[config.mk]
export PLATFORM = sky130hd
export DESIGN_NAME = calendar_date_arithmetic_unit
export DESIGN_NICKNAME = d
export VERILOG_FILES = /design/src/rtl/core/cda_pkg.sv /design/src/rtl/core/cda_walk.sv /design/src/rtl/core/calendar_date_arithmetic_unit.sv
export VERILOG_INCLUDE_DIRS = /design/src /design/src/rtl/core
export SDC_FILE = /design/constraint.sdc
export NUM_CORES = 1
export LEC_CHECK = 0
export CORE_MARGIN = 10
export CORE_UTILIZATION = 45
export CTS_BUF_LIST = sky130_fd_sc_hd__clkbuf_4
export DETAILED_ROUTE_END_ITERATION = 16
export DONT_BUFFER_PORTS = 1
export PLACE_DENSITY = 0.68
export SYNTH_ARGS = -nofsm -noshare
export SYNTH_HDL_FRONTEND = slang
export SYNTH_SLANG_ARGS = --single-unit
[constraint.sdc]
create_clock -name clk_i -period 12.4 [get_ports clk_i]
set_input_delay 1.24 -clock clk_i [delete_from_list [all_inputs] [get_ports clk_i]]
set_output_delay 1.24 -clock clk_i [all_outputs]
set_load 0.02 [all_outputs]
[src/rtl/core/assert_macros.svh]
// assertion helpers for the date unit
`ifndef ASSERT_MACROS_SVH
`define ASSERT_MACROS_SVH

`ifndef ASSERT_OFF

// property checked on every clock edge outside reset
`define ASSERT_RST(label, clk, rst_n, prop) \
  label: assert property (@(posedge clk) disable iff (!rst_n) prop) \
    else $error("assertion failed");

// property checked on every clock edge, reset included
`define ASSERT_ALWAYS(label, clk, prop) \
  label: assert property (@(posedge clk) prop) \
    else $error("assertion failed");

`else

`define ASSERT_RST(label, clk, rst_n, prop)
`define ASSERT_ALWAYS(label, clk, prop)

`endif

`endif

[src/rtl/core/cda_pkg.sv]
`timescale 1ns / 1ps
`default_nettype none

package cda_pkg;

  localparam logic [11:0] FirstYear    = 12'd1900;
  localparam logic [11:0] LastYear     = 12'd2099;
  localparam logic [11:0] DefaultYear  = 12'd2000;
  localparam logic [7:0]  LastYearOff  = 8'(LastYear - FirstYear);
  localparam logic [16:0] LastSerial   = 17'd73049;
  // day number of 2000-01-01
  localparam logic [16:0] ResetSerial  = 17'd36525;
  localparam logic [8:0]  YearDays     = 9'd365;
  localparam logic [8:0]  LeapYearDays = 9'd366;

  typedef enum logic [2:0] {
    CMD_SET  = 3'd0,
    CMD_LOAD = 3'd1,
    CMD_ADD  = 3'd2,
    CMD_SUB  = 3'd3,
    CMD_CMP  = 3'd4
  } cmd_e;

  typedef struct packed {
    logic [11:0] year;
    logic [3:0]  month;
    logic [4:0]  day;
  } date_t;

  // request to the walker: date to day number, or day number to date
  typedef struct packed {
    logic        to_serial;
    logic [11:0] year;
    logic [3:0]  month;
    logic [4:0]  day;
    logic [16:0] serial;
  } walk_req_t;

  typedef struct packed {
    logic        done;
    logic [11:0] year;
    logic [3:0]  month;
    logic [4:0]  day;
    logic [16:0] serial;
  } walk_rsp_t;

  // valid for years 1900..2099 only: 1900 is the one century year in range
  // that is not a leap year
  function automatic logic is_leap_year(input logic [11:0] year);
    is_leap_year = (year[1:0] == 2'b00) && (year != FirstYear);
  endfunction

  function automatic logic [4:0] month_days(input logic leap, input logic [3:0] month);
    case (month)
      4'd2:                      month_days = leap ? 5'd29 : 5'd28;
      4'd4, 4'd6, 4'd9, 4'd11:   month_days = 5'd30;
      default:                   month_days = 5'd31;
    endcase
  endfunction

  function automatic date_t clamp_date(input logic [11:0] year, input logic [3:0] month,
                                       input logic [4:0] day);
    date_t r;
    r.year  = (year < FirstYear || year > LastYear) ? DefaultYear : year;
    r.month = (month < 4'd1 || month > 4'd12) ? 4'd1 : month;
    r.day   = (day < 5'd1 || day > month_days(is_leap_year(r.year), r.month)) ? 5'd1 : day;
    clamp_date = r;
  endfunction

endpackage

`default_nettype wire

[src/rtl/core/cda_walk.sv]
`timescale 1ns / 1ps
`default_nettype none

`include "assert_macros.svh"

module cda_walk (
  input  wire logic               clk_i,
  input  wire logic               rst_ni,
  input  wire logic               start_i,
  input  wire cda_pkg::walk_req_t req_i,
  output cda_pkg::walk_rsp_t      rsp_o
);

  typedef enum logic [2:0] {
    W_IDLE  = 3'b001,
    W_YEAR  = 3'b010,
    W_MONTH = 3'b100
  } wphase_e;

  wphase_e     phase_q, phase_d;
  logic        to_q, to_d;
  logic [7:0]  yr_q, yr_d;
  logic [3:0]  mo_q, mo_d;
  logic [16:0] acc_q, acc_d;
  logic [7:0]  tyr_q, tyr_d;
  logic [3:0]  tmo_q, tmo_d;
  logic [4:0]  tday_q, tday_d;
  logic        done_q, done_d;

  logic        leap;
  logic [8:0]  op;
  logic [17:0] res;
  logic        gt;

  // shared add / subtract unit
  always_comb begin
    leap = (yr_q[1:0] == 2'b00) && (yr_q != 8'd0);
    if (phase_q == W_YEAR) begin
      op = leap ? cda_pkg::LeapYearDays : cda_pkg::YearDays;
    end else if (to_q && (mo_q == tmo_q)) begin
      op = {4'd0, tday_q};
    end else begin
      op = {4'd0, cda_pkg::month_days(leap, mo_q)};
    end
    res = to_q ? ({1'b0, acc_q} + {9'd0, op}) : ({1'b0, acc_q} - {9'd0, op});
    gt  = !res[17] && (res[16:0] != 17'd0);
  end

  always_comb begin
    phase_d = phase_q;
    to_d    = to_q;
    yr_d    = yr_q;
    mo_d    = mo_q;
    acc_d   = acc_q;
    tyr_d   = tyr_q;
    tmo_d   = tmo_q;
    tday_d  = tday_q;
    done_d  = 1'b0;
    case (phase_q)
      W_IDLE: begin
        if (start_i) begin
          to_d    = req_i.to_serial;
          yr_d    = 8'd0;
          mo_d    = 4'd1;
          acc_d   = req_i.to_serial ? 17'd0 : req_i.serial;
          tyr_d   = 8'(req_i.year - cda_pkg::FirstYear);
          tmo_d   = req_i.month;
          tday_d  = req_i.day;
          phase_d = W_YEAR;
        end
      end
      W_YEAR: begin
        if (to_q) begin
          if (yr_q < tyr_q) begin
            acc_d = res[16:0];
            yr_d  = yr_q + 8'd1;
          end else begin
            phase_d = W_MONTH;
          end
        end else if (gt && (yr_q < cda_pkg::LastYearOff)) begin
          acc_d = res[16:0];
          yr_d  = yr_q + 8'd1;
        end else begin
          phase_d = W_MONTH;
        end
      end
      W_MONTH: begin
        if (to_q) begin
          acc_d = res[16:0];
          if (mo_q == tmo_q) begin
            done_d  = 1'b1;
            phase_d = W_IDLE;
          end else begin
            mo_d = mo_q + 4'd1;
          end
        end else if ((mo_q < 4'd12) && gt) begin
          acc_d = res[16:0];
          mo_d  = mo_q + 4'd1;
        end else begin
          done_d  = 1'b1;
          phase_d = W_IDLE;
        end
      end
      default: phase_d = W_IDLE;
    endcase
  end

  always_ff @(posedge clk_i or negedge rst_ni) begin
    if (!rst_ni) begin
      phase_q <= W_IDLE;
      to_q    <= 1'b0;
      yr_q    <= 8'd0;
      mo_q    <= 4'd1;
      done_q  <= 1'b0;
    end else begin
      phase_q <= phase_d;
      to_q    <= to_d;
      yr_q    <= yr_d;
      mo_q    <= mo_d;
      done_q  <= done_d;
    end
  end

  always_ff @(posedge clk_i) begin
    acc_q  <= acc_d;
    tyr_q  <= tyr_d;
    tmo_q  <= tmo_d;
    tday_q <= tday_d;
  end

  always_comb begin
    rsp_o.done   = done_q;
    rsp_o.year   = cda_pkg::FirstYear + {4'd0, yr_q};
    rsp_o.month  = mo_q;
    rsp_o.day    = acc_q[4:0];
    rsp_o.serial = acc_q;
  end

  `ASSERT_RST(a_done_pulse, clk_i, rst_ni, done_q |=> !done_q)
  `ASSERT_RST(a_year_range, clk_i, rst_ni, yr_q <= cda_pkg::LastYearOff)
  `ASSERT_RST(a_month_range, clk_i, rst_ni, (mo_q >= 4'd1) && (mo_q <= 4'd12))

endmodule

`default_nettype wire

[src/rtl/core/calendar_date_arithmetic_unit.sv]
`timescale 1ns / 1ps
`default_nettype none
// sequence: an unused command goes from idle straight to hold; set and compare first walk
// from 1900 up to the given date; load, add and subtract walk the day number down to a date
// one word at a time: the next word is taken in the cycle after the result is loaded
// the walk length is set by the single shared add / subtract unit, one year or month per cycle
// reset (async, active low): date 2000-01-01, day number 36525, no result pending

`include "assert_macros.svh"

module calendar_date_arithmetic_unit (
  input  wire logic               clk_i,
  input  wire logic               rst_ni,
  input  wire logic               in_valid_i,
  output logic                    in_stall_o,
  input  wire logic [2:0]         cmd_i,
  input  wire logic [11:0]        year_in_i,
  input  wire logic [3:0]         month_in_i,
  input  wire logic [4:0]         day_in_i,
  input  wire logic [16:0]        count_in_i,
  output logic                    out_valid_o,
  input  wire logic               out_stall_i,
  output logic [11:0]             year_out_o,
  output logic [3:0]              month_out_o,
  output logic [4:0]              day_out_o,
  output logic [16:0]             serial_out_o,
  output logic signed [17:0]      difference_o
);

  typedef enum logic [2:0] {
    ST_IDLE = 3'b001,
    ST_WALK = 3'b010,
    ST_HOLD = 3'b100
  } state_e;

  state_e            state_q, state_d;
  cda_pkg::cmd_e     cmd_q, cmd_d;
  logic [11:0]       cur_year_q, cur_year_d;
  logic [3:0]        cur_month_q, cur_month_d;
  logic [4:0]        cur_day_q, cur_day_d;
  // day number of the stored date, kept alongside it
  logic [16:0]       serial_q, serial_d;
  logic [17:0]       diff_q, diff_d;

  logic              out_valid_q;
  logic [11:0]       year_out_q;
  logic [3:0]        month_out_q;
  logic [4:0]        day_out_q;
  logic [16:0]       serial_out_q;
  logic [17:0]       diff_out_q;
  logic              out_load;

  cda_pkg::walk_req_t w_req;
  cda_pkg::walk_rsp_t w_rsp;
  logic               w_start;

  cda_pkg::cmd_e     cmd_in;
  cda_pkg::date_t    set_date;
  cda_pkg::date_t    cmp_date;
  logic [17:0]       sum;
  logic [16:0]       n_sel;

  assign cmd_in = cda_pkg::cmd_e'(cmd_i);

  // operand preparation: field merge and clamp, target day number with saturation
  always_comb begin
    set_date = cda_pkg::clamp_date(
      (year_in_i == 12'd0) ? cur_year_q : year_in_i,
      (month_in_i == 4'd0) ? cur_month_q : month_in_i,
      (day_in_i == 5'd0) ? cur_day_q : day_in_i);
    // on compare zero fields are just bad values
    cmp_date = cda_pkg::clamp_date(year_in_i, month_in_i, day_in_i);
    sum = {1'b0, serial_q} + {1'b0, count_in_i};
    case (cmd_in)
      cda_pkg::CMD_ADD: begin
        n_sel = (sum > {1'b0, cda_pkg::LastSerial}) ? cda_pkg::LastSerial : sum[16:0];
      end
      cda_pkg::CMD_SUB: begin
        n_sel = (count_in_i >= serial_q) ? 17'd1 : (serial_q - count_in_i);
      end
      default: begin
        // load from a day number
        if (count_in_i == 17'd0) begin
          n_sel = 17'd1;
        end else if (count_in_i > cda_pkg::LastSerial) begin
          n_sel = cda_pkg::LastSerial;
        end else begin
          n_sel = count_in_i;
        end
      end
    endcase
  end

  // command sequencer
  always_comb begin
    state_d     = state_q;
    cmd_d       = cmd_q;
    cur_year_d  = cur_year_q;
    cur_month_d = cur_month_q;
    cur_day_d   = cur_day_q;
    serial_d    = serial_q;
    diff_d      = diff_q;
    w_start     = 1'b0;
    w_req       = '0;
    out_load    = 1'b0;
    case (state_q)
      ST_IDLE: begin
        if (in_valid_i) begin
          cmd_d  = cmd_in;
          diff_d = 18'd0;
          case (cmd_in)
            cda_pkg::CMD_SET: begin
              // new date takes effect now, its day number comes from the walk
              cur_year_d      = set_date.year;
              cur_month_d     = set_date.month;
              cur_day_d       = set_date.day;
              w_start         = 1'b1;
              w_req.to_serial = 1'b1;
              w_req.year      = set_date.year;
              w_req.month     = set_date.month;
              w_req.day       = set_date.day;
              state_d         = ST_WALK;
            end
            cda_pkg::CMD_LOAD, cda_pkg::CMD_ADD, cda_pkg::CMD_SUB: begin
              // day number known now, the date comes from the walk
              serial_d        = n_sel;
              w_start         = 1'b1;
              w_req.to_serial = 1'b0;
              w_req.serial    = n_sel;
              state_d         = ST_WALK;
            end
            cda_pkg::CMD_CMP: begin
              w_start         = 1'b1;
              w_req.to_serial = 1'b1;
              w_req.year      = cmp_date.year;
              w_req.month     = cmp_date.month;
              w_req.day       = cmp_date.day;
              state_d         = ST_WALK;
            end
            default: state_d = ST_HOLD;
          endcase
        end
      end
      ST_WALK: begin
        if (w_rsp.done) begin
          case (cmd_q)
            cda_pkg::CMD_SET: serial_d = w_rsp.serial;
            cda_pkg::CMD_CMP: diff_d = {1'b0, serial_q} - {1'b0, w_rsp.serial};
            default: begin
              cur_year_d  = w_rsp.year;
              cur_month_d = w_rsp.month;
              cur_day_d   = w_rsp.day;
            end
          endcase
          state_d = ST_HOLD;
        end
      end
      ST_HOLD: begin
        // wait for a free output register
        if (!out_valid_q || !out_stall_i) begin
          out_load = 1'b1;
          state_d  = ST_IDLE;
        end
      end
      default: state_d = ST_IDLE;
    endcase
  end

  cda_walk u_walk (
    .clk_i   (clk_i),
    .rst_ni  (rst_ni),
    .start_i (w_start),
    .req_i   (w_req),
    .rsp_o   (w_rsp)
  );

  always_ff @(posedge clk_i or negedge rst_ni) begin
    if (!rst_ni) begin
      state_q     <= ST_IDLE;
      cmd_q       <= cda_pkg::CMD_SET;
      cur_year_q  <= cda_pkg::DefaultYear;
      cur_month_q <= 4'd1;
      cur_day_q   <= 5'd1;
      serial_q    <= cda_pkg::ResetSerial;
      diff_q      <= 18'd0;
      out_valid_q <= 1'b0;
    end else begin
      state_q     <= state_d;
      cmd_q       <= cmd_d;
      cur_year_q  <= cur_year_d;
      cur_month_q <= cur_month_d;
      cur_day_q   <= cur_day_d;
      serial_q    <= serial_d;
      diff_q      <= diff_d;
      if (out_load) begin
        out_valid_q <= 1'b1;
      end else if (!out_stall_i) begin
        out_valid_q <= 1'b0;
      end
    end
  end

  // output word register
  always_ff @(posedge clk_i) begin
    if (out_load) begin
      year_out_q   <= cur_year_q;
      month_out_q  <= cur_month_q;
      day_out_q    <= cur_day_q;
      serial_out_q <= serial_q;
      diff_out_q   <= diff_q;
    end
  end

  assign in_stall_o   = (state_q != ST_IDLE);
  assign out_valid_o  = out_valid_q;
  assign year_out_o   = year_out_q;
  assign month_out_o  = month_out_q;
  assign day_out_o    = day_out_q;
  assign serial_out_o = serial_out_q;
  assign difference_o = $signed(diff_out_q);

  `ASSERT_RST(a_state_onehot, clk_i, rst_ni, $onehot(state_q))
  `ASSERT_RST(a_done_in_walk, clk_i, rst_ni, w_rsp.done |-> (state_q == ST_WALK))
  `ASSERT_RST(a_serial_range, clk_i, rst_ni, (serial_q >= 17'd1) && (serial_q <= cda_pkg::LastSerial))
  `ASSERT_ALWAYS(a_no_word_in_reset, clk_i, !rst_ni |-> !out_valid_o)

endmodule

`default_nettype wire

* Yosys cells after proc, flatten, opt, wreduce, memory -nomap -nowiden
Index checks and enable logic that the tools add are counted.
W data, S select, Z words.
** Cells by class
- Add/sub/neg operators :: 9
- Reductions and logical operators :: 49
- Eq/ne operators :: 48
- Magnitude comparators :: 18
- Muxes and demuxes :: 95
** Operator list (count)
- $mux W17 :: 16
- $mux W12 :: 7
- $mux W39 :: 2
- $mux W18 :: 4
- $pmux W17 S2 :: 2
- $pmux W17 S3 :: 1
- $mux W4 :: 11
- $pmux W21 S2 :: 1
- $mux W5 :: 8
- $pmux W18 S2 :: 1
- $mux W3 :: 11
- $mux W8 :: 4
- $eq A4 B3 Y1 const B :: 6
- $eq A4 B4 Y1 const B :: 6
- $gt A12 B12 Y1 const B :: 2
- $lt A12 B11 Y1 const B :: 2
- $ne A12 B11 Y1 const B :: 2
- $pmux W12 S2 :: 1
- $pmux W5 S2 :: 2
- $reduce_and A5 Y1 :: 4
- $add A17 B17 Y18 :: 1
- $add A17 B9 Y18 :: 1
- $gt A18 B17 Y1 const B :: 1
- $pmux W3 S3 :: 2
- other kinds (52) :: 121
** Storage, ports and cells
- Bits in registers :: 170
- Input bits :: 45
- Word-level logic and storage cells :: 241
- Output and inout bits :: 58

* Logic depth before layout (Yosys ltp)
Gate-level depths: netlist of run 1.
- Depth in word-level cells :: 18
- Depth in mapped cells :: 28

* Hierarchy
Synthesis of run 1 repeated with hierarchy kept, for this count alone.
** Unflattened totals
- Cells, all modules :: 1464
- Area, all modules :: 12829.8 µm²
** Modules (own cells, without submodules)
- calendar_date_arithmetic_unit :: instances 1, cells an instance 1011, area each 8758.4 µm²
- cda_walk :: instances 1, cells an instance 453, area each 4071.4 µm²

* Least setup slack after synthesis of run 1
Ideal clock, no wire load.
- Path kind :: register -> register
- Start point :: reg u_walk.mo_q[0]
- End point :: reg u_walk.acc_q[0], enable pin
- Library setup time :: 0.324 ns
- Arrival time :: 4.756 ns
- Stages on the path, launching flop included :: 26
- Setup slack :: 7.320 ns
- Clock period less this slack :: 5.080 ns
- Cell sequence :: dfstp_2 -> inv_1 -> ha_1 -> o211ai_1 -> o311ai_0 -> nand2_1 -> o21ai_0 -> a21oi_1 -> inv_1 -> ha_1 -> and3_1 -> ha_1 -> inv_1 -> o21ai_0 -> ha_1 -> o21a_1 -> o211a_1 -> o21a_1 -> or4_1 -> o211ai_1 -> nand3_1 -> or4_1 -> buf_2 -> o211ai_1 -> o21ai_0 -> and3_1
** On the way
- Cells in the longest elaborated chain, start to end :: 12
** Ends and longest elaborated chain
- start: declaration :: line cda_walk.sv:23 : logic [3:0] mo_q, mo_d;
- start signal: assignment :: line cda_walk.sv:119 : mo_q <= mo_d;
- $eq A4 B3 Y1 or $eq A4 B4 Y1 (tied branches) :: line cda_pkg.sv:54 : case (month)
- $reduce_or A4 Y1 :: line cda_pkg.sv:54
- $pmux W5 S2 :: line cda_pkg.sv:54
- $mux W5 :: line cda_walk.sv:40 : end else if (to_q && (mo_q == tmo_q)) begin
- $mux W9 :: line cda_walk.sv:38 : if (phase_q == W_YEAR) begin
- $sub A17 B9 Y18 or $add A17 B9 Y18 (tied branches) :: line cda_walk.sv:45 : res = to_q ? ({1'b0, acc_q} + {9'd0, op}) : ({1'b0, acc_q} - {9'd0, op});
- $mux W18 :: line cda_walk.sv:45
- $reduce_bool A17 Y1 or $logic_not A1 Y1 (tied branches) :: line cda_walk.sv:46 : gt = !res[17] && (res[16:0] != 17'd0);
- $logic_and A1 B1 Y1 :: line cda_walk.sv:46
- $logic_and A1 B1 Y1 (on tied branches) :: line cda_walk.sv:80, cda_walk.sv:96
- $ne A3 B2 Y1 (no line) or $ne A3 B1 Y1 (tied branches)
- $reduce_and A5 Y1 (no line) *
- end signal: assignment :: line cda_walk.sv:125 : acc_q <= acc_d;
- end: declaration :: line cda_walk.sv:24 : logic [16:0] acc_q, acc_d;
Every way passes the cells marked *; elsewhere a longest branch is shown, timed or not.
A chain may end at the register's enable or synchronous reset.

* Worst setup path in the final report of run 1
- Start point :: reg u_walk.to_q
- End point :: reg u_walk.acc_q[0], enable pin
** On the way
- Cells in the longest elaborated chain, start to end :: 10
** Ends and longest elaborated chain
- start: declaration :: line cda_walk.sv:21 : logic to_q, to_d;
- start signal: assignment :: line cda_walk.sv:117 : to_q <= to_d;
- $logic_and A1 B1 Y1 :: line cda_walk.sv:40
- $mux W5 :: line cda_walk.sv:40
- $mux W9 :: line cda_walk.sv:38
- $sub A17 B9 Y18 or $add A17 B9 Y18 (tied branches) :: line cda_walk.sv:45
- $mux W18 :: line cda_walk.sv:45
- $reduce_bool A17 Y1 or $logic_not A1 Y1 (tied branches) :: line cda_walk.sv:46
- $logic_and A1 B1 Y1 :: line cda_walk.sv:46
- $logic_and A1 B1 Y1 (on tied branches) :: line cda_walk.sv:80, cda_walk.sv:96
- $ne A3 B2 Y1 (no line) or $ne A3 B1 Y1 (tied branches)
- $reduce_and A5 Y1 (no line) *
Marked as above.

==> run summary, run 1 <==
The leakage power total is 5.31 nW. The slowest stage of the critical path belongs to the cell sky130_fd_sc_hd__dfrtp_1. The initial antenna violation count was 2. The growth of design area from synthesis to finish came out at 4.94%.

The number of setup violations in the final report is 0. Net switching is 48.1% of the power. The minimum hold slack is roughly 310 ps. The highest clock frequency the design can meet came out at between 0.15 and 0.2 GHz. The clock power share came out at 10.7%. The multiplexer share of the synthesized area is 0.558%. After clock tree synthesis, the clock-pin slew on the worst setup and hold paths is 150 ps. After Yosys synthesis, XOR and XNOR cells account for approximately 3.9% of the synthesized area. Walking the worst path, the cells encountered are nand3_1, or2_2, a31oi_1, ha_1, and3_1, ha_1, inv_1, o21ai_0, ha_1, or3_1, o21a_1, or4_1, o211ai_1, nand3_1, or4_1, o211ai_1, o21ai_0, and3_1. The run finished with clean final reports. The startpoint class of the critical path is a register. At the end of routability-driven placement, the weighted congestion stood at 0.960. The first global-routing pass estimated 56.9 mm of wire. In this design, the critical path's most frequently occurring cell is sky130_fd_sc_hd__ha_1. The proportion of power drawn by flip-flops and latches came out at 32.4%. The aggregate global-route resource usage came out at 19.9%. The internal power of the cells came out at 1.65 mW. The largest family of logic cells by synthesized area is compound AO/OA/AOI/OAI gates. The worst setup path is of the reg2reg kind.

The worst-skew pair later-pin latency is 610 ps. Buffers added to address setup during post-CTS repair amount to 0. The worst-case headroom to the max-slew limit is around 29%. The synthesized design contains 170 register bits.

The maximum number of pins on one net before global-route repair is 81. The count of distinct cell types in the synthesized netlist is 90. After Yosys synthesis, and, or, nand and nor cells account for 17.3% of the synthesized area. The CTS sink count came out at between 150 and 200. The count of buffers added on input and output ports is 0. The net count after synthesis came out at 1554. The launch point of the worst path is u_walk.to_q$_DFFE_PN0P_. In this run the worst path has a maximum fanout of 23.

The compound-cell area share of the yosys netlist is 25.7%. The total die area came out at 35000 um^2. For this configuration, the core starts out at a cell density of 45.4%. After clock tree synthesis, the repair step resized 0 gates. The number of hold buffers added after cts is 0.

The fraction of the yosys area taken by sequential cells came out at between 30% and 40%. TritonCTS built the clock tree. The final critical-path setup slack came out at 6600 ps. The power density of the placed cells is 242 nW/um^2. The filler cells instantiated in the layout total around 2.7k. The per-cell via count in the routed design came out at 6.14. The number of endpoints with negative hold slack in the final report came out at 0.

The cell area that synthesis handed to floorplanning was 12600 um^2. The class of the worst hold path is in2async. The switching component of the power came out at 1.54 mW.

Once detail routing completed, the nets flagged for antenna violations numbered 0. STA classifies the critical path endpoint as a register. The remaining routing DRC violations came out at 0. The synthesized netlist devotes approximately a tenth of its cell area to adder and majority cells. The cell count after synthesis is roughly 1.4k. The CTS buffer count is 17. The die is 187 um wide.

The first detailed-routing pass took 7 iterations. Summed over all layers, the routed wires come to ~36 mm. Yosys mapped a number of flops with a built-in enable equal to 90. The most used flip-flop cell after synthesis is sky130_fd_sc_hd__edfxtp_1. At the placement stage, the worst setup path has a slack of 6650 ps. The overall power came out at 3.19 mW. At the end of the flow, the number of nets in the layout was approximately 1.5k. VDD sags by at most roughly 0.095 mV. The post-detailed-placement half-perimeter wirelength came out at 27.9 mm. The final worst clock skew came out at 29.5 ps. The H-tree depth reported by CTS came out at 4. Setup repair after global routing left no endpoint under its margin. The launch instance of the worst register-to-register path is u_walk.to_q$_DFFE_PN0P_. At the pin with the least slew margin, the transition time is around 1000 ps. The mean post-synth cell area came out at 8.89 um^2.

The final worst-path cycle share is between 40% and 50%. The floorplan step set the die height to 187 um. The fraction of registers with async set or reset after synthesis is 47.1%. The number of global-route vias before repair is 10.0k. The wire length per cell after detailed routing came out at between 20 and 25 um. The maximum root-to-sink buffer count came out at 2. The overall overflow remaining after global route is 0. After the first detailed-routing iteration, the DRC count stood at 1117.

CTS placed an instance of sky130_fd_sc_hd__clkbuf_4 at the clock tree root. The total area inside the core boundary comes to 27600 um^2. The routed layout has around 11k vias. The count of final max-slew check failures came out at 0. The time the worst path needs with I/O delays and setup came out at ~5800 ps. Data on the critical path arrives at its endpoint at 6060 ps. The cell row count came out at 61. The aggregate negative setup slack came out at 0 ps.

The part of the power in combinational logic is 56.9%. During synthesis, Yosys emitted a total of 0 warnings. The worst stage delay on the critical path came out at just over 800 ps. Of the cells placed in the final design, the portion with a size suffix greater than 1 is 7.03%.

The max capacitance violation total came out at 0. The data required time of the worst path came out at 12660 ps. The number of I/O pins came out at 103.
==> critical path, delay by kind of cell (launching register included) <==
family / cells / cell delay, ps
AO/OA/AOI/OAI: 6 / 970
AND/OR/NAND/NOR: 8 / 2900
flip-flops: 1 / 810
buffers and inverters: 1 / 50
adder cells (fa/ha/maj): 3 / 690
==> power by group through the flow <==
stage / registers [mW] / logic [mW] / clock network (mW)
3_5_place_dp: 1.04 / 1.78 / 0
6_report: 1.03 / 1.82 / 0.341
3_3_place_gp: 1.04 / 1.76 / 0
4_1_cts: 1.03 / 1.79 / 0.348
2_1_floorplan: 0.934 / 1.42 / 0
5_1_grt: 1.05 / 2.00 / 0.377
==> cell usage after synthesis, types with 7 or more instances <==
library cell | n | area share (%)
sky130_fd_sc_hd__a21o_1 | 33 | 2.0
sky130_fd_sc_hd__nand2_1 | 110 | 3.3
sky130_fd_sc_hd__o22ai_1 | 10 | 0.50
sky130_fd_sc_hd__nor4_1 | 16 | 0.80
sky130_fd_sc_hd__o31ai_1 | 18 | 1.1
sky130_fd_sc_hd__dfrtp_1 | 60 | 12
sky130_fd_sc_hd__nor3_1 | 41 | 1.6
sky130_fd_sc_hd__mux2i_1 | 7 | 0.56
sky130_fd_sc_hd__o211a_1 | 8 | 0.64
sky130_fd_sc_hd__nor2b_1 | 18 | 0.90
sky130_fd_sc_hd__a31oi_1 | 19 | 0.95
sky130_fd_sc_hd__o21ai_1 | 7 | 0.28
sky130_fd_sc_hd__o211ai_1 | 17 | 1.0
sky130_fd_sc_hd__a22o_1 | 13 | 0.91
sky130_fd_sc_hd__edfxtp_1 | 90 | 22
sky130_fd_sc_hd__dfstp_2 | 20 | 4.2
sky130_fd_sc_hd__o21a_1 | 15 | 0.90
sky130_fd_sc_hd__a211oi_1 | 13 | 0.78
sky130_fd_sc_hd__and3_1 | 10 | 0.50
sky130_fd_sc_hd__nand3_1 | 32 | 1.3
sky130_fd_sc_hd__inv_1 | 104 | 3.1
sky130_fd_sc_hd__nand4_1 | 14 | 0.70
sky130_fd_sc_hd__xor2_1 | 13 | 0.91
sky130_fd_sc_hd__o21bai_1 | 7 | 0.42
sky130_fd_sc_hd__nor2_1 | 110 | 3.3
sky130_fd_sc_hd__a21oi_1 | 128 | 5.1
sky130_fd_sc_hd__or2_2 | 14 | 0.70
sky130_fd_sc_hd__buf_2 | 11 | 0.44
sky130_fd_sc_hd__nand2b_1 | 20 | 1.0
sky130_fd_sc_hd__ha_1 | 93 | 9.3
sky130_fd_sc_hd__o21ai_0 | 106 | 4.2
sky130_fd_sc_hd__clkbuf_1 | 41 | 1.2
sky130_fd_sc_hd__a22oi_1 | 13 | 0.78
sky130_fd_sc_hd__and2_1 | 15 | 0.75
sky130_fd_sc_hd__xnor2_1 | 43 | 3.0
sky130_fd_sc_hd__a221oi_1 | 8 | 0.56
sky130_fd_sc_hd__or3_1 | 15 | 0.75
==> cells in the final DEF (no fill, tap or decap), types with 14 or more instances in the layout <==
cell and n:
sky130_fd_sc_hd__a21oi_1 127, sky130_fd_sc_hd__nor2_1 110, sky130_fd_sc_hd__nand2_1 110, sky130_fd_sc_hd__o21ai_0 106, sky130_fd_sc_hd__inv_1 104, sky130_fd_sc_hd__ha_1 93
sky130_fd_sc_hd__edfxtp_1 90, sky130_fd_sc_hd__dfrtp_1 60, sky130_fd_sc_hd__xnor2_1 43, sky130_fd_sc_hd__nor3_1 41, sky130_fd_sc_hd__a21o_1 33, sky130_fd_sc_hd__nand3_1 32
sky130_fd_sc_hd__nand2b_1 20, sky130_fd_sc_hd__dfstp_2 20, sky130_fd_sc_hd__a31oi_1 19, sky130_fd_sc_hd__o31ai_1 18, sky130_fd_sc_hd__clkbuf_4 18, sky130_fd_sc_hd__o211ai_1 17
sky130_fd_sc_hd__nor2b_1 17, sky130_fd_sc_hd__nor4_1 16, sky130_fd_sc_hd__o21a_1 15, sky130_fd_sc_hd__and2_1 15, sky130_fd_sc_hd__or3_1 15, sky130_fd_sc_hd__nand4_1 14
sky130_fd_sc_hd__or2_2 14
==> per-stage QoR <==
step	std cells	area [um^2]	utilization [%]
after floorplan	1412	12600	-
after global placement	1740	12900	46.6
after detailed placement	1740	12900	46.6
after CTS	1772	13200	47.7
after global routing	1773	13200	47.7
final	1773	13200	47.7
==> path summary, 6_finish.rpt <==
path                       cells after the start                          to  slack [ps]
max                                           18   u_walk.acc_q[0]$_DFFE_PP_        6600
min                                            0  cur_month_q[2]$_DFFE_PN0P_         310
max reg2reg                                   18   u_walk.acc_q[0]$_DFFE_PP_        6600
min reg2reg                                    1      state_q[1]$_DFFE_PN0P_         460
max in group asynchronous                      0    serial_q[11]$_DFFE_PN1P_       11840
min in group clk_i                             1      state_q[1]$_DFFE_PN0P_         460
==> cell families after synthesis <==
group	after synthesis
and+or+nand+nor	439
AOI/OAI and AO/OA	482
DFF	170
xor gates and xnor gates	56
muxes	7
adders and majority gates	97
buffers and inverters	161
==> routing by layer <==
layer / track usage [%] / part of all wire, %
met4: 5.55 / 1.9
met2: 29.1 / 43
met5: 0 / 0
met1: 28.5 / 46
met3: 4.98 / 8.6
==> flip-flops by register name, indices dropped and copies added, names as in the netlist, 8 cells and up <==
register	flops
year_out_o	12
difference_o	18
u_walk.acc_q	17
cur_year_q	12
serial_out_o	17
serial_q	17
diff_q	18
u_walk.yr_q	8
u_walk.tyr_q	8
==> final cells by class <==
| type | count | area, um^2 | share of cell area (%) |
|---|---|---|---|
| inverters | 105 | 394 | 2.99 |
| well taps | 378 | 473 | 3.59 |
| repair buffers | 6 | 45.0 | 0.342 |
| clock inverters | 14 | 173 | 1.31 |
| multi-input cells | 1081 | 7220 | 54.8 |
| clock buffers | 18 | 135 | 1.03 |
| flip-flops and latches | 170 | 4730 | 35.9 |
| diodes | 1 | 2.50 | 0.0190 |
Note: power is estimated with default switching activity, not from simulation.
==> run 2: changes to the inputs <==
Settings changed: PLACE_DENSITY 0.68 to 0.7.
Clock period 12.4 ns to 4.8 ns, I/O delays scaled along.
==> run 2 against run 1 <==
Net effect: the run now ends with negative setup slack left; hold slack got worse by 250 ps; via count increased by 4.3%; maximum frequency increased by 17%; largest cell class unchanged; highest routed layer unchanged.
==> run summary, run 2 (synthesis gave the netlist of run 1 again) <==
The H-tree depth reported by CTS came out at 4. The maximum root-to-sink buffer count is 2. The remaining routing DRC violations came out at 0. The cell row count came out at 61. The number of setup violations in the final report came out at 25. The final critical-path setup slack is -177 ps.

By startpoint and endpoint, the worst setup path is classified as reg2reg. The critical path starts at u_walk.mo_q[0]$_DFFE_PN1P_. The tool flagged a number of max-cap violations equal to 0. In this run the worst path has a maximum fanout of 6. The run finished, with violations left. The number of I/O pins is 103.

The final reports fail on negative setup slack. Setup repair after global routing could not meet its margin everywhere. TritonCTS built the clock tree.

Grouping stages by cell kind, the critical path spends the most delay in compound AO/OA/AOI/OAI gates. The routability-driven placement congestion ratio came out at 0.966. Dividing total power by cell area gives a power density of 624 nW/um^2. In the finished design, the share of the clock period the worst path needs comes to 104%. The initial antenna violation count is 1. The aggregate negative setup slack is -3560 ps. In this run the horizontal extent of the chip is between 150 and 200 um. In this run, CTS created clock tree buffers numbering 17. The count of buffer and inverter cells on the critical path came out at 5. The first global-routing pass estimated about 59 mm of wire.

The clock transition at the registers of the reported paths came out at 150 ps. The overall overflow remaining after global route came out at 0. The per-cell via count in the routed design is 6.16. The total wirelength of the detailed-routed design is 37.3 mm. For this block, the initial DRC count from the detailed router was 1295. The count of final max-slew check failures is 0.

Across every metal layer, demand over resource in global routing totals 20.7%. The number of global-route vias before repair is 10.7k. Dividing the detail-routed wire length by the instance count gives 20.2 um. The root buffer cell is sky130_fd_sc_hd__clkbuf_4.

The final worst clock skew is 22.6 ps. At the pin with the least slew margin, the transition time is 1000 ps. The height of the die is between 150 and 200 um. The worst register-to-register path begins at u_walk.mo_q[0]$_DFFE_PN1P_. The via total after detailed routing is approximately 11k. The clock reaches the later pin of the worst-skew pair after 600 ps.

The total die area came out at roughly 35000 um^2. The number of endpoints with negative hold slack in the final report is 0. For this run, the top clock speed supported by timing is 0.201 GHz. For this design the static power due to leakage is 5.63 nW.

The CTS sink count is 170. Detailed placement finished with a half-perimeter wire length of 28.4 mm. The minimum hold slack came out at 68.0 ps. The growth of design area from synthesis to finish came out at 10.3%.

Of the cells placed in the final design, the portion with a size suffix greater than 1 is approximately an eighth. The number of iterations in the first detailed-routing pass came out at 5. Leaving out fill and tap cells, the most frequent cell in the layout is sky130_fd_sc_hd__a21oi_1. The largest individual stage delay along the critical path comes from the cell sky130_fd_sc_hd__dfstp_2. The layout filler cell count is 2587.

STA classifies the critical path endpoint as a register. The number of port buffers is 0. The maximum vdd ir drop is 0.264 mV.

The effective utilization at floorplan is 45.4%. Data on the critical path is required at its endpoint by 5300 ps. The final antenna-violating net count is 0. The worst stage delay on the critical path is 580 ps. The core footprint is about 28000 um^2. The worst setup path is launched from a register.

The startpoint identified for the worst hold timing path is count_in_i[2]. The time the worst path needs with I/O delays and setup is around 5000 ps. The cell repeated most along the worst path is sky130_fd_sc_hd__o211ai_1.

The maximum number of pins on one net before global-route repair came out at 81. The worst-case headroom to the max-slew limit came out at 33.1%. The net count of the finished layout came out at 1595.

The tightest min-delay check is of the in2reg type. The arrival time reported for the critical path endpoint is 5480 ps. The library cells used most frequently in the layout, excluding fill and tap cells, are sky130_fd_sc_hd__a21oi_1 (125), sky130_fd_sc_hd__nor2_1 (110), sky130_fd_sc_hd__nand2_1 (110).
[run 2: cell type report]
class / count / area [um^2] / share of cell area (%)
sequential: 170 / 4730 / 34.2
antenna: 1 / 2.50 / 0.0181
tap: 378 / 473 / 3.42
clock inverter: 14 / 100 / 0.723
inverter: 105 / 394 / 2.85
clock buffer: 18 / 135 / 0.976
timing repair buffer: 76 / 608 / 4.39
multi-input combinational: 1083 / 7400 / 53.5
[run 2: path summary, 6_finish.rpt]
| kind | depth (start not counted) | to | slack (ps) |
|---|---|---|---|
| max | 26 | u_walk.mo_q[2]$_DFFE_PN0P_ | -180 |
| min | 2 | serial_q[2]$_DFFE_PN1P_ | 70 |
| max reg2reg | 26 | u_walk.mo_q[2]$_DFFE_PN0P_ | -180 |
| min reg2reg | 0 | difference_o[11]$_DFFE_PP_ | 470 |
| max in group asynchronous | 2 | serial_q[7]$_DFFE_PN1P_ | 3980 |
| min in group asynchronous | 2 | cur_year_q[5]$_DFFE_PN0P_ | 420 |
[run 2: metrics by stage]
stage          cell area [um^2]  std cells  setup slack (ps)  util, %  total power [mW]
6_report                  13800       1845              -177     50.1              8.64
4_1_cts                   13800       1843             -94.0     49.8              8.45
3_5_place_dp              13300       1792              -266     48.0              7.59
2_1_floorplan             12600       1412              1.47        -              6.10
3_3_place_gp              13300       1792              -161     48.0              7.53
5_1_grt                   13800       1845              -404     50.1              9.29
[run 2: timing repair]
item | CTS | global route
gates resized for setup | 22 | 16
cloned | 1 | 1
setup endpoints to repair | 32 | 33
pin swaps | 10 | 5
hold buffers | 5 | 0
hold endpoints to repair | 83 | 0
buffers inserted | 13 | 0
[run 2: routing by layer]
| metal | wire (um) | track usage (%) |
|---|---|---|
| met1 | 16600 | 28.9 |
| met2 | 16500 | 31.6 |
| met3 | 3530 | 4.19 |
| met4 | 711 | 6.02 |
| met5 | 0 | 0 |
[run 2: power by group]
group          internal (mW)  switching [mW]
Sequential              2.10           0.522
Clock                  0.211           0.521
Combinational           2.16            3.13
Total                   4.47            4.17
